**src/rtl/core/rrip_pkg.sv**
```systemverilog
// Shared constants, row layout and controller/datapath interface types for the RRIP block.
package rrip_pkg;

  localparam int SETS        = 2048;
  localparam int SET_W       = $clog2(SETS);
  localparam int WAYS        = 16;
  localparam int WAY_W       = $clog2(WAYS);
  localparam int SIG_DEPTH   = 1024;
  localparam int SIG_W       = $clog2(SIG_DEPTH);
  localparam int HISTORY     = 4;
  localparam int HIST_W      = $clog2(HISTORY);
  localparam int RRPV_W      = 2;
  localparam int REUSE_W     = 2;
  localparam int CTR_W       = 4;
  localparam int ADDR_W      = 48;
  localparam int DELTA_W     = ADDR_W + 1;

  localparam logic [RRPV_W-1:0]  RRPV_DISTANT = {RRPV_W{1'b1}};
  localparam logic [REUSE_W-1:0] REUSE_SAT    = {REUSE_W{1'b1}};
  localparam logic [CTR_W-1:0]   CTR_MAX      = 4'd15;
  localparam logic [CTR_W-1:0]   CTR_RESET    = 4'd8;
  localparam logic [CTR_W-1:0]   THRESH_RESET = 4'd12;

  // kind codes
  localparam logic KIND_VICTIM = 1'b0;
  localparam logic KIND_UPDATE = 1'b1;

  // one row per set: line state plus the stream detector
  typedef struct packed {
    logic [WAYS-1:0][RRPV_W-1:0]     rrpv;
    logic [WAYS-1:0][REUSE_W-1:0]    reuse;
    logic [WAYS-1:0][SIG_W-1:0]      sig;
    logic [ADDR_W-1:0]               prev_addr;
    logic [HISTORY-1:0][DELTA_W-1:0] hist;
    logic [HIST_W-1:0]               ptr;
    logic                            stream;
  } set_row_t;

  typedef struct packed {
    logic clear;
    logic capture;
    logic read;
    logic exec;
    logic decay;
    logic load_out;
  } dp_cmd_t;

  typedef struct packed {
    logic clear_last;
    logic need_decay;
  } dp_sts_t;

endpackage

```
**src/rtl/core/rrip_ctrl.sv**
```systemverilog
// Controller: sequences clear sweep, read, execute, decay and output load.
module rrip_ctrl (
  input  logic              clk,
  input  logic              rst_n,
  input  logic              in_valid,
  output logic              in_ready,
  output logic              out_valid,
  input  logic              out_ready,
  input  rrip_pkg::dp_sts_t sts,
  output rrip_pkg::dp_cmd_t cmd
);
  import rrip_pkg::*;

  typedef enum logic [2:0] {
    ST_CLEAR, ST_IDLE, ST_READ, ST_EXEC, ST_DECAY, ST_DONE
  } state_t;

  state_t state_r, state_nxt;
  logic   out_valid_r, out_valid_nxt;

  // next state and commands
  always_comb begin
    state_nxt     = state_r;
    out_valid_nxt = out_valid_r && !out_ready;
    cmd           = '0;
    unique case (state_r)
      ST_CLEAR: begin
        cmd.clear = 1'b1;
        if (sts.clear_last) state_nxt = ST_IDLE;
      end
      ST_IDLE: begin
        cmd.capture = in_valid;
        if (in_valid) state_nxt = ST_READ;
      end
      ST_READ: begin
        cmd.read  = 1'b1;
        state_nxt = ST_EXEC;
      end
      ST_EXEC: begin
        cmd.exec  = 1'b1;
        state_nxt = sts.need_decay ? ST_DECAY : ST_DONE;
      end
      ST_DECAY: begin
        cmd.decay = 1'b1;
        state_nxt = ST_DONE;
      end
      ST_DONE: begin
        if (!out_valid_r || out_ready) begin
          cmd.load_out  = 1'b1;
          out_valid_nxt = 1'b1;
          state_nxt     = ST_IDLE;
        end
      end
      default: state_nxt = ST_CLEAR;
    endcase
  end

  // state and output valid
  always_ff @(posedge clk) begin
    if (!rst_n) begin
      state_r     <= ST_CLEAR;
      out_valid_r <= 1'b0;
    end else begin
      state_r     <= state_nxt;
      out_valid_r <= out_valid_nxt;
    end
  end

  assign in_ready  = (state_r == ST_IDLE);
  assign out_valid = out_valid_r;

endmodule

```
**config.mk**
```make
export PLATFORM = sky130hd
export DESIGN_NAME = rrip_ctrl
export DESIGN_NICKNAME = d
export VERILOG_FILES = /design/src/rtl/core/rrip_pkg.sv /design/src/rtl/core/rrip_ctrl.sv
export SDC_FILE = /design/constraint.sdc
export NUM_CORES = 1
export LEC_CHECK = 0
export BUFFER_PORTS_ARGS = -buffer_cell sky130_fd_sc_hd__buf_2
export CORE_AREA = 5 5 42 44
export CTS_CLUSTER_SIZE = 28
export DETAILED_ROUTE_END_ITERATION = 6
export DIE_AREA = 0 0 47 49
export PLACE_DENSITY = 0.5
export RECOVER_POWER = 50
export SYNTH_ARGS = -nofsm -noshare
export SYNTH_HDL_FRONTEND = slang
export SYNTH_SLANG_ARGS = --single-unit
```
**constraint.sdc**
```tcl
create_clock -name clk -period 1.18 [get_ports clk]
set_clock_uncertainty 0.1 [all_clocks]
set_input_delay 0 -clock clk [delete_from_list [all_inputs] [get_ports clk]]
set_output_delay 0 -clock clk [all_outputs]
set_load 0.02 [all_outputs]
```
==> results of run 1 <==
cells by family (layout without fill, tap and decap cells):
family	Yosys count	in the layout	synth area share
AO/OA/AOI/OAI	5	5	0.122
buffers and inverters	3	22	0.0964
flip-flops	4	4	0.325
multiplexers	1	1	0.0609
AND/OR/NAND/NOR	16	16	0.396
area by class of cell:
class,instances,area (um^2)
Fill cell,166,985
Multi-Input combinational cell,22,153
Timing Repair Buffer,19,130
Sequential cell,4,91.3
Clock buffer,3,22.5
Tap cell,16,20.0
how the worst min path moves through the flow:
| stage | startpoint | to | cells after the start |
|---|---|---|---|
| 5_1_grt | out_ready | out_valid | 3 |
| 4_1_cts | out_ready | out_valid | 3 |
| 3_5_place_dp | rst_n | state_r[2] | 2 |
| 6_report | out_ready | out_valid | 3 |
| 3_3_place_gp | rst_n | state_r[2] | 2 |
| 2_1_floorplan | rst_n | state_r[2] | 1 |
placed cells by master (no fill, tap or decap), drive strengths merged, types with 2 or more instances in the layout:
cell type and instances:
buf 15, nor3 2, nand2 2, nand3 2, nor3b 2, dlygate4sd3 3, nor2 2, nand2b 2
a21oi 2, clkbuf 4, dfxtp 4
power by group through the flow:
stage               clock (mW)  combinational (mW)  sequential, mW
floorplan                    0              0.0766           0.149
global placement             0               0.100           0.159
detailed placement           0               0.100           0.159
CTS                      0.178               0.113           0.160
global route             0.196               0.124           0.160
finish                   0.165               0.115           0.157
through the flow:
step | hold slack, ns | setup slack, ns | power, mW | instance area (um^2)
finish | 0.00665 | 0.0379 | 0.438 | 417
global route | 0.00917 | -0.0360 | 0.480 | 417
CTS | -0.0127 | -0.000598 | 0.452 | 400
detailed placement | 0.162 | 0.0548 | 0.260 | 330
global placement | 0.159 | 0.0877 | 0.259 | 330
floorplan | 0.0175 | 0.0997 | 0.225 | 246
worst max-delay path, stage by stage, from the launching register on:
cell and delay (ns):
dfxtp_4 0.36, buf_4 0.14, nor3_2 0.15, buf_4 0.16
flip-flops by register name (all words and copies together) (netlist names):
signal and count:
out_valid 1, state_r 3
layer usage:
metal  up-vias  GRT usage
met5         -          0
met4         0          0
met2        12     0.0747
li1        139          -
met3         0     0.0664
met1       114     0.0728
timing repair:
action,in CTS,in global routing
gates resized for setup,7,6
hold endpoints to repair,4,0
hold buffers,3,0
setup endpoints to repair,6,6
synthesized netlist by cell type:
library cell and count:
o21a_1 1, nor3_1 2, buf_2 1, nor3b_2 1
dfxtp_1 4, and2_1 1, nor2_1 2, nor2b_1 1
a21oi_1 2, buf_4 1, a21boi_0 1, mux2_4 1
nor3b_1 1, nand2b_1 2, buf_6 1, and3b_2 1
o21ai_0 1, nand3_1 2, nand3b_1 1, nand2_1 2
==> impl_metrics.toml, run 1 <==
[run_status]
status = "finished clean"

[drt]
drtIter0Drc = 1
wl_met3_um = 80
vias = 265
viasPerCell = 4.14
dr.pass1.iters = 3
top_layer = "met3"
ant_nets = 0
wl_met1_um = 307
drc = 0
wl_met2_um = 257
drt-total-wl_um = 645
wl_per_cell_um = 10.1

[cells_and_area]
syn2layout_area_growth_pct = 69.0
fin_nets = 56
diodes = 0
finish.utilization = 0.297
stdcell_count = 64
drive_above_1_share = 0.542

[global_routing]
grt_pass1_vias = 234
grt_pass1_wl_um = 959
grt_usage = 0.0592
grt_max_degree = 11
antenna_found_initial = 0
grt_overflow = 0

[sta]
fin_crit_sh = 0.968
fmax_ghz = 0.876
maxSlewHeadroom = 0.827
rsz0062_at_grt = "true"
slew_viol_final = 0
max_slew.worst_pin.slew_ns = 0.261
finalHoldViolations = 0
period_needed_ns = 1.14
setup_viol = 0
final.setup.tns_ns = 0

[critical_path]
crit_start = "state_r[2]"
worstPathRequired_ns = 1.08
crit_end = "cmd[4]"
path_class = "reg -> out"
worst_r2r_startpoint = "state_r[0]"
path_max_fanout = 8
critPathCaptureType = "output pin"
arrival_ns = 1.04
reg2reg_to = "state_r[1]"
cp-start-kind = "flop"
r2r_setup_slack_ns = 0.11
r2r_cells = 3

[floorplan]
die_y_um = 49
rows = 14
core_um2 = 1400
num_io_pins = 14
die_area_um2 = 2300
initial_core_util = 0.176
die_w_um = 47

[synthesis]
syn_inst = 29
ys.warnings.count = 0
yosysTopAreaCellShare = 0.325
yosysSeqAreaShare = 0.325
synth_top_cell_by_area = "dfxtp_1"
ys_types = 20
ys_ff_latch = 4
synth_area_leaders = "dfxtp_1 32%, mux2_4 6.1%, nand2b_1 5.1%"
syn_nets = 35
netlist_area_um2 = 246
syn_avg_cell_area_um2 = 8.50

[cts]
cts_tree = "yes"
clock_latency_ns = 0.23
cts_buffers = 3
clk_pin_slew_ns = 0.04
cts.htree.levels = 1
cts_setup_buffers = 0
root_buffer = "clkbuf_4"
cts_sinks = 4
cts_buffer_depth = 2

[pwr]
peakVddDrop_mv = 0.554
power_frac_clock = 0.377
p_int_mw = 0.319
p_switching_mw = 0.120
swShare = 0.273
seq_power_share = 0.359
p_per_area_nw_per_um2 = 1050
p_leak_nw = 0.190
power_frac_comb = 0.263

[placed_design]
place_inst = 58
place_hpwl_um = 475
gp_congestion = 0.620
port-buffer-count = 13

[min_path]
holdCritPathClass = "in -> reg"

[run]
maxCapViolations = 0
Power figures use the tool's default switching activity.
==> run 2: changes to the inputs <==
CTS_BUF_LIST = sky130_fd_sc_hd__clkbuf_2 sky130_fd_sc_hd__clkbuf_4 sky130_fd_sc_hd__clkbuf_8   (was not set)
GPL_TIMING_DRIVEN = 0   (was not set)
==> run 2 against run 1 <==
Critical path depth unchanged. Via count grew 4.5%. First-iteration DRC count grew 100%. Hold slack better by 0.00068 ns. Sequential share of layout area decreased by 1.8 points. Wire length rose by 12%. Largest cell class is now non-clock buffers. Critical path type unchanged. Sequential power hardly changed. Power up 1.9%. Largest power group unchanged. Clock-buffer cell count unchanged.
==> impl_metrics.toml, run 2 (synthesis results as in run 1) <==
[sta]
worst_slack_ns = 0.0288
max_slew.worst_pin.slew_ns = 0.250
setup_viol = 0
rsz0062_at_grt = "true"
finalHoldViolations = 0
maxSlewHeadroom = 0.834
fin_crit_sh = 0.976
slew_viol_final = 0
period_needed_ns = 1.15
fmax_ghz = 0.869

[global_routing]
antenna_found_initial = 0
grt_usage = 0.0642
grt_max_degree = 11
grt_pass1_vias = 258
grt_pass1_wl_um = 1020
grt_overflow = 0

[cts]
clock_latency_ns = 0.23
cts.htree.levels = 1
cts_buffers = 3
clk_pin_slew_ns = 0.04
cts_tree = "yes"
root_buffer = "clkbuf_4"
cts_buffer_depth = 2
cts_sinks = 4

[run_status]
status = "finished clean"

[floorplan]
die_y_um = 49
die_w_um = 47
die_area_um2 = 2300
core_um2 = 1400
rows = 14
initial_core_util = 0.176
num_io_pins = 14

[placed_design]
gp_congestion = 0.632
place_ws_ns = 0.120
place_inst = 58
port-buffer-count = 13

[critical_path]
path_max_fanout = 10
cp-start-kind = "flop"
path_cells = "nand3b_1 > nor2b_1 > buf_4"
slowest_stage = "dfxtp_4"
critPathCaptureType = "output pin"
critPathTopFamily = "flip-flops"
worstPathRequired_ns = 1.08
crit_buf_inv = 1
path_class = "reg -> out"
slowest_delay_ns = 0.37
arrival_ns = 1.05
r2r_setup_slack_ns = 0.13

[drt]
ant_nets = 0
vias = 277
drc = 0
viasPerCell = 4.13
drt-total-wl_um = 724
dr.pass1.iters = 3
drtIter0Drc = 2
wl_per_cell_um = 10.8

[cells_and_area]
largest_reg_flops = 3
syn2layout_area_growth_pct = 74.1
layout_commonest_cell = "buf_2"
diodes = 0
drive_above_1_share = 0.510
stdcell_count = 67
top_register = "state_r"
fin_nets = 59
final_cell_mix = "10 x buf_2, 4 x dlygate4sd3_1, 4 x buf_4"

[pwr]
peakVddDrop_mv = 0.471
p_leak_nw = 0.199
p_per_area_nw_per_um2 = 1040

[run]
maxCapViolations = 0

[min_path]
holdCritPathClass = "in -> reg"
-- run 2: where the power goes --
group / switching, mW / internal (mW)
combinational: 0.0586 / 0.0651
clock: 0.0542 / 0.114
sequential: 0.0104 / 0.145
-- run 2: cell type report --
class	count	area, um^2
Timing Repair Buffer	20	135
Buffer	2	22.5
Multi-Input combinational cell	22	143
Fill cell	162	972
Clock buffer	3	22.5
Tap cell	16	20.0
Sequential cell	4	86.3
-- run 2: path summary, 6_finish.rpt --
check | endpoint | depth (start not counted) | start
worst min register to register | out_valid | 2 | out_valid
worst max-delay path | cmd[0] | 3 | state_r[1]
worst max register to register | state_r[1] | 3 | state_r[0]
worst min-delay path | out_valid | 3 | out_ready
-- run 2: what timing repair did --
action,in CTS,in global routing
hold endpoints to repair,4,0
endpoints found under the setup margin,5,6
buffers inserted,0,1
resized for setup,6,6
hold buffers,4,0
cloned,0,2
-- run 2: routing by layer --
layer / vias to the layer above / global-route usage / routed length [um]
li1: 144 / - / -
met1: 119 / 0.0706 / 330
met2: 14 / 0.0860 / 309
met3: 0 / 0.0664 / 84
met4: 0 / 0.0138 / 0
met5: - / 0 / 0
-- run 2: through the flow --
stage / setup TNS, ns / power [mW] / area, um^2 / hold WS (ns) / util
floorplan: 0 / 0.225 / 246 / 0.0175 / -
CTS: 0 / 0.450 / 398 / 0.00610 / 0.284
global placement: 0 / 0.258 / 332 / 0.161 / 0.237
finish: 0 / 0.446 / 429 / 0.00734 / 0.306
global route: -0.113 / 0.491 / 429 / 0.0173 / 0.306
detailed placement: 0 / 0.259 / 332 / 0.159 / 0.237
-- run 2: tightest hold or removal path: stages --
cell	delay (ns)
buf_2	0.07
nand2b_1	0.13
a21boi_0	0.09
==> run 3: changes to the inputs <==
ABC_AREA = 1   (was not set)
CELL_PAD_IN_SITES_DETAIL_PLACEMENT = 0   (was not set)
CELL_PAD_IN_SITES_GLOBAL_PLACEMENT = 2   (was not set)
PLACE_DENSITY = 0.83   (was 0.5)
==> run 3 against run 2 <==
The flow now finishes with violations (negative setup slack). Clock-buffer cell count did not move. Setup slack lost 0.030 ns. Die area unchanged. Highest routed layer unchanged. Sequential power increased by 9.7%.
==> impl_metrics.toml, run 3 <==
[run_status]
status = "complete, but fails checks"
violations = "negative setup slack"

[sta]
fmax_ghz = 0.846
max_slew.worst_pin.slew_ns = 0.254
maxSlewHeadroom = 0.832
slew_viol_final = 0
fin_crit_sh = 1.00
worst_slack_ns = -0.00142
holdWs_ns = 0.0606
finalHoldViolations = 0
period_needed_ns = 1.18
rsz0062_at_grt = "true"
setup_viol = 1
final.setup.tns_ns = -0.00142

[placed_design]
place_hpwl_um = 549
port-buffer-count = 13
gp_congestion = 0.801
place_area_um2 = 353
place_inst = 70

[global_routing]
antenna_found_initial = 0
grt_max_degree = 8
grt_overflow = 0
grt_pass1_vias = 293
grt_pass1_wl_um = 1170
grt_usage = 0.0718

[synthesis]
syn_nets = 47
ys.warnings.count = 0
synth-edff-count = 0
ys.flop_type = "dfxtp_1"
ys_ff_latch = 4
synth_commonest_cells = "8 x inv_1, 6 x nand2_1, 6 x nor2_1"
syn_avg_cell_area_um2 = 6.53
synth_most_common_cell = "inv_1"
synth_area_leaders = "dfxtp_1 30%, inv_1 11%, nand2_1 8.4%"
async_reset_ff_frac = 0
synth_top_cell_by_area = "dfxtp_1"
syn_inst = 41
ys_types = 15
netlist_area_um2 = 268
yosysTopAreaCellShare = 0.299
yosysSeqAreaShare = 0.299

[cells_and_area]
syn2layout_area_growth_pct = 71.0
top_register = "state_r"
n_fill_cell = 167
finish.utilization = 0.327
fin_area_um2 = 458
drive_above_1_share = 0.597
diodes = 0
stdcell_count = 78
multi_input_area_um2 = 160
final_cell_mix = "8 x inv_1, 8 x buf_2, 6 x nor2_2"
fin_nets = 70
largest_reg_flops = 3
regArea_um2 = 88.8

[critical_path]
arrival_ns = 1.08
worstPathRequired_ns = 1.08
path_common_cell = "nor2_1"
critPathCaptureType = "output pin"
path_class = "in -> out"
slowest_delay_ns = 0.53
crit_buf_inv = 3
path_max_fanout = 3
critPathTopFamily = "buffers and inverters"
cp-start-kind = "input port"
slowest_stage = "dlygate4sd3_1"
path_cells = "dlygate4sd3_1 > buf_2 > nor2_1 > nor2_1 > buf_4"

[drt]
drc = 0
drtIter0Drc = 2
ant_nets = 0
viasPerCell = 3.85
dr.pass1.iters = 2
vias = 300
drt-total-wl_um = 716
wl_per_cell_um = 9.18

[pwr]
p_leak_nw = 0.237
peakVddDrop_mv = 0.495
p_per_area_nw_per_um2 = 1240

[cts]
root_buffer = "clkbuf_4"
clock_latency_ns = 0.23
cts.htree.levels = 1
cts_tree = "yes"
clk_pin_slew_ns = 0.04
cts_buffers = 3
cts_buffer_depth = 2
cts_sinks = 4

[floorplan]
initial_core_util = 0.191
die_area_um2 = 2300
die_y_um = 49
die_w_um = 47
core_um2 = 1400
num_io_pins = 14
rows = 14

[min_path]
holdCritPathClass = "in -> reg"

[run]
maxCapViolations = 0
## run 3: cell types whose count changed after synthesis, moves of 2 or more
cell	before	now
inv_1	0	8
inv_2	0	2
nand2_1	2	6
nand2b_1	2	0
nor2_1	2	6
nor2_2	0	3
nor3_1	2	0
nor3_2	0	2
## run 3: routing by layer
layer	vias to the layer above	share of wire	routed length, um	track usage
met1	128	0.42	304	0.0877
li1	164	-	-	-
met2	8	0.50	361	0.0995
met4	0	0	0	0.0691
met3	0	0.070	50	0.0111
met5	-	0	0	0
## run 3: worst register-to-register path, delay by kind of cell, from the launching register on
kind,cells,cell delay [ns]
buffers and inverters,2,0.19
flip-flops,1,0.37
AND/OR/NAND/NOR,5,0.41
## run 3: report_power, final
group	internal (mW)	leakage, nW	switching, mW	total [mW]
sequential	0.151	0.0344	0.0186	0.170
combinational	0.0994	0.188	0.130	0.230
clock	0.114	0.0138	0.0543	0.168
## run 3: path summary, 6_finish.rpt
kind	startpoint	end	slack, ns	cells past startpoint
setup / recovery	out_ready	cmd[0]	-0.001	5
setup reg to reg	state_r[0]	state_r[0]	0.05	7
hold / removal	sts[1]	state_r[0]	0.06	4
hold reg to reg	out_valid	out_valid	0.45	4
## run 3: timing repair
action,4_1_cts,5_1_grt
pin swaps,1,2
setup buffers,3,0
hold buffers,2,0
hold endpoints to repair,4,0
gates resized for setup,12,4
setup endpoints to repair,7,10
cloned,0,0
## run 3: cell families (layout without fill, tap and decap cells)
logic type / count (synthesis) / after routing / share of synthesized area
and+or+nand+nor: 24 / 24 / 0.500
AOI/OAI and AO/OA: 2 / 2 / 0.0421
buffers and inverters: 11 / 32 / 0.159
DFF: 4 / 4 / 0.299
## run 3: per-stage QoR
step | total power, mW | worst slack (ns)
3_3_place_gp | 0.351 | 0.0553
3_5_place_dp | 0.353 | 0.0565
4_1_cts | 0.577 | -0.0431
5_1_grt | 0.608 | -0.0878
2_1_floorplan | 0.300 | 0.0159
6_report | 0.567 | -0.00142
## run 3: final cells by class
class | instances | area share
clock buffer | 3 | 0.0492
inverter | 11 | 0.0929
multi-input combinational | 26 | 0.350
sequential | 4 | 0.194
tap | 16 | 0.0437
timing repair buffer | 18 | 0.270
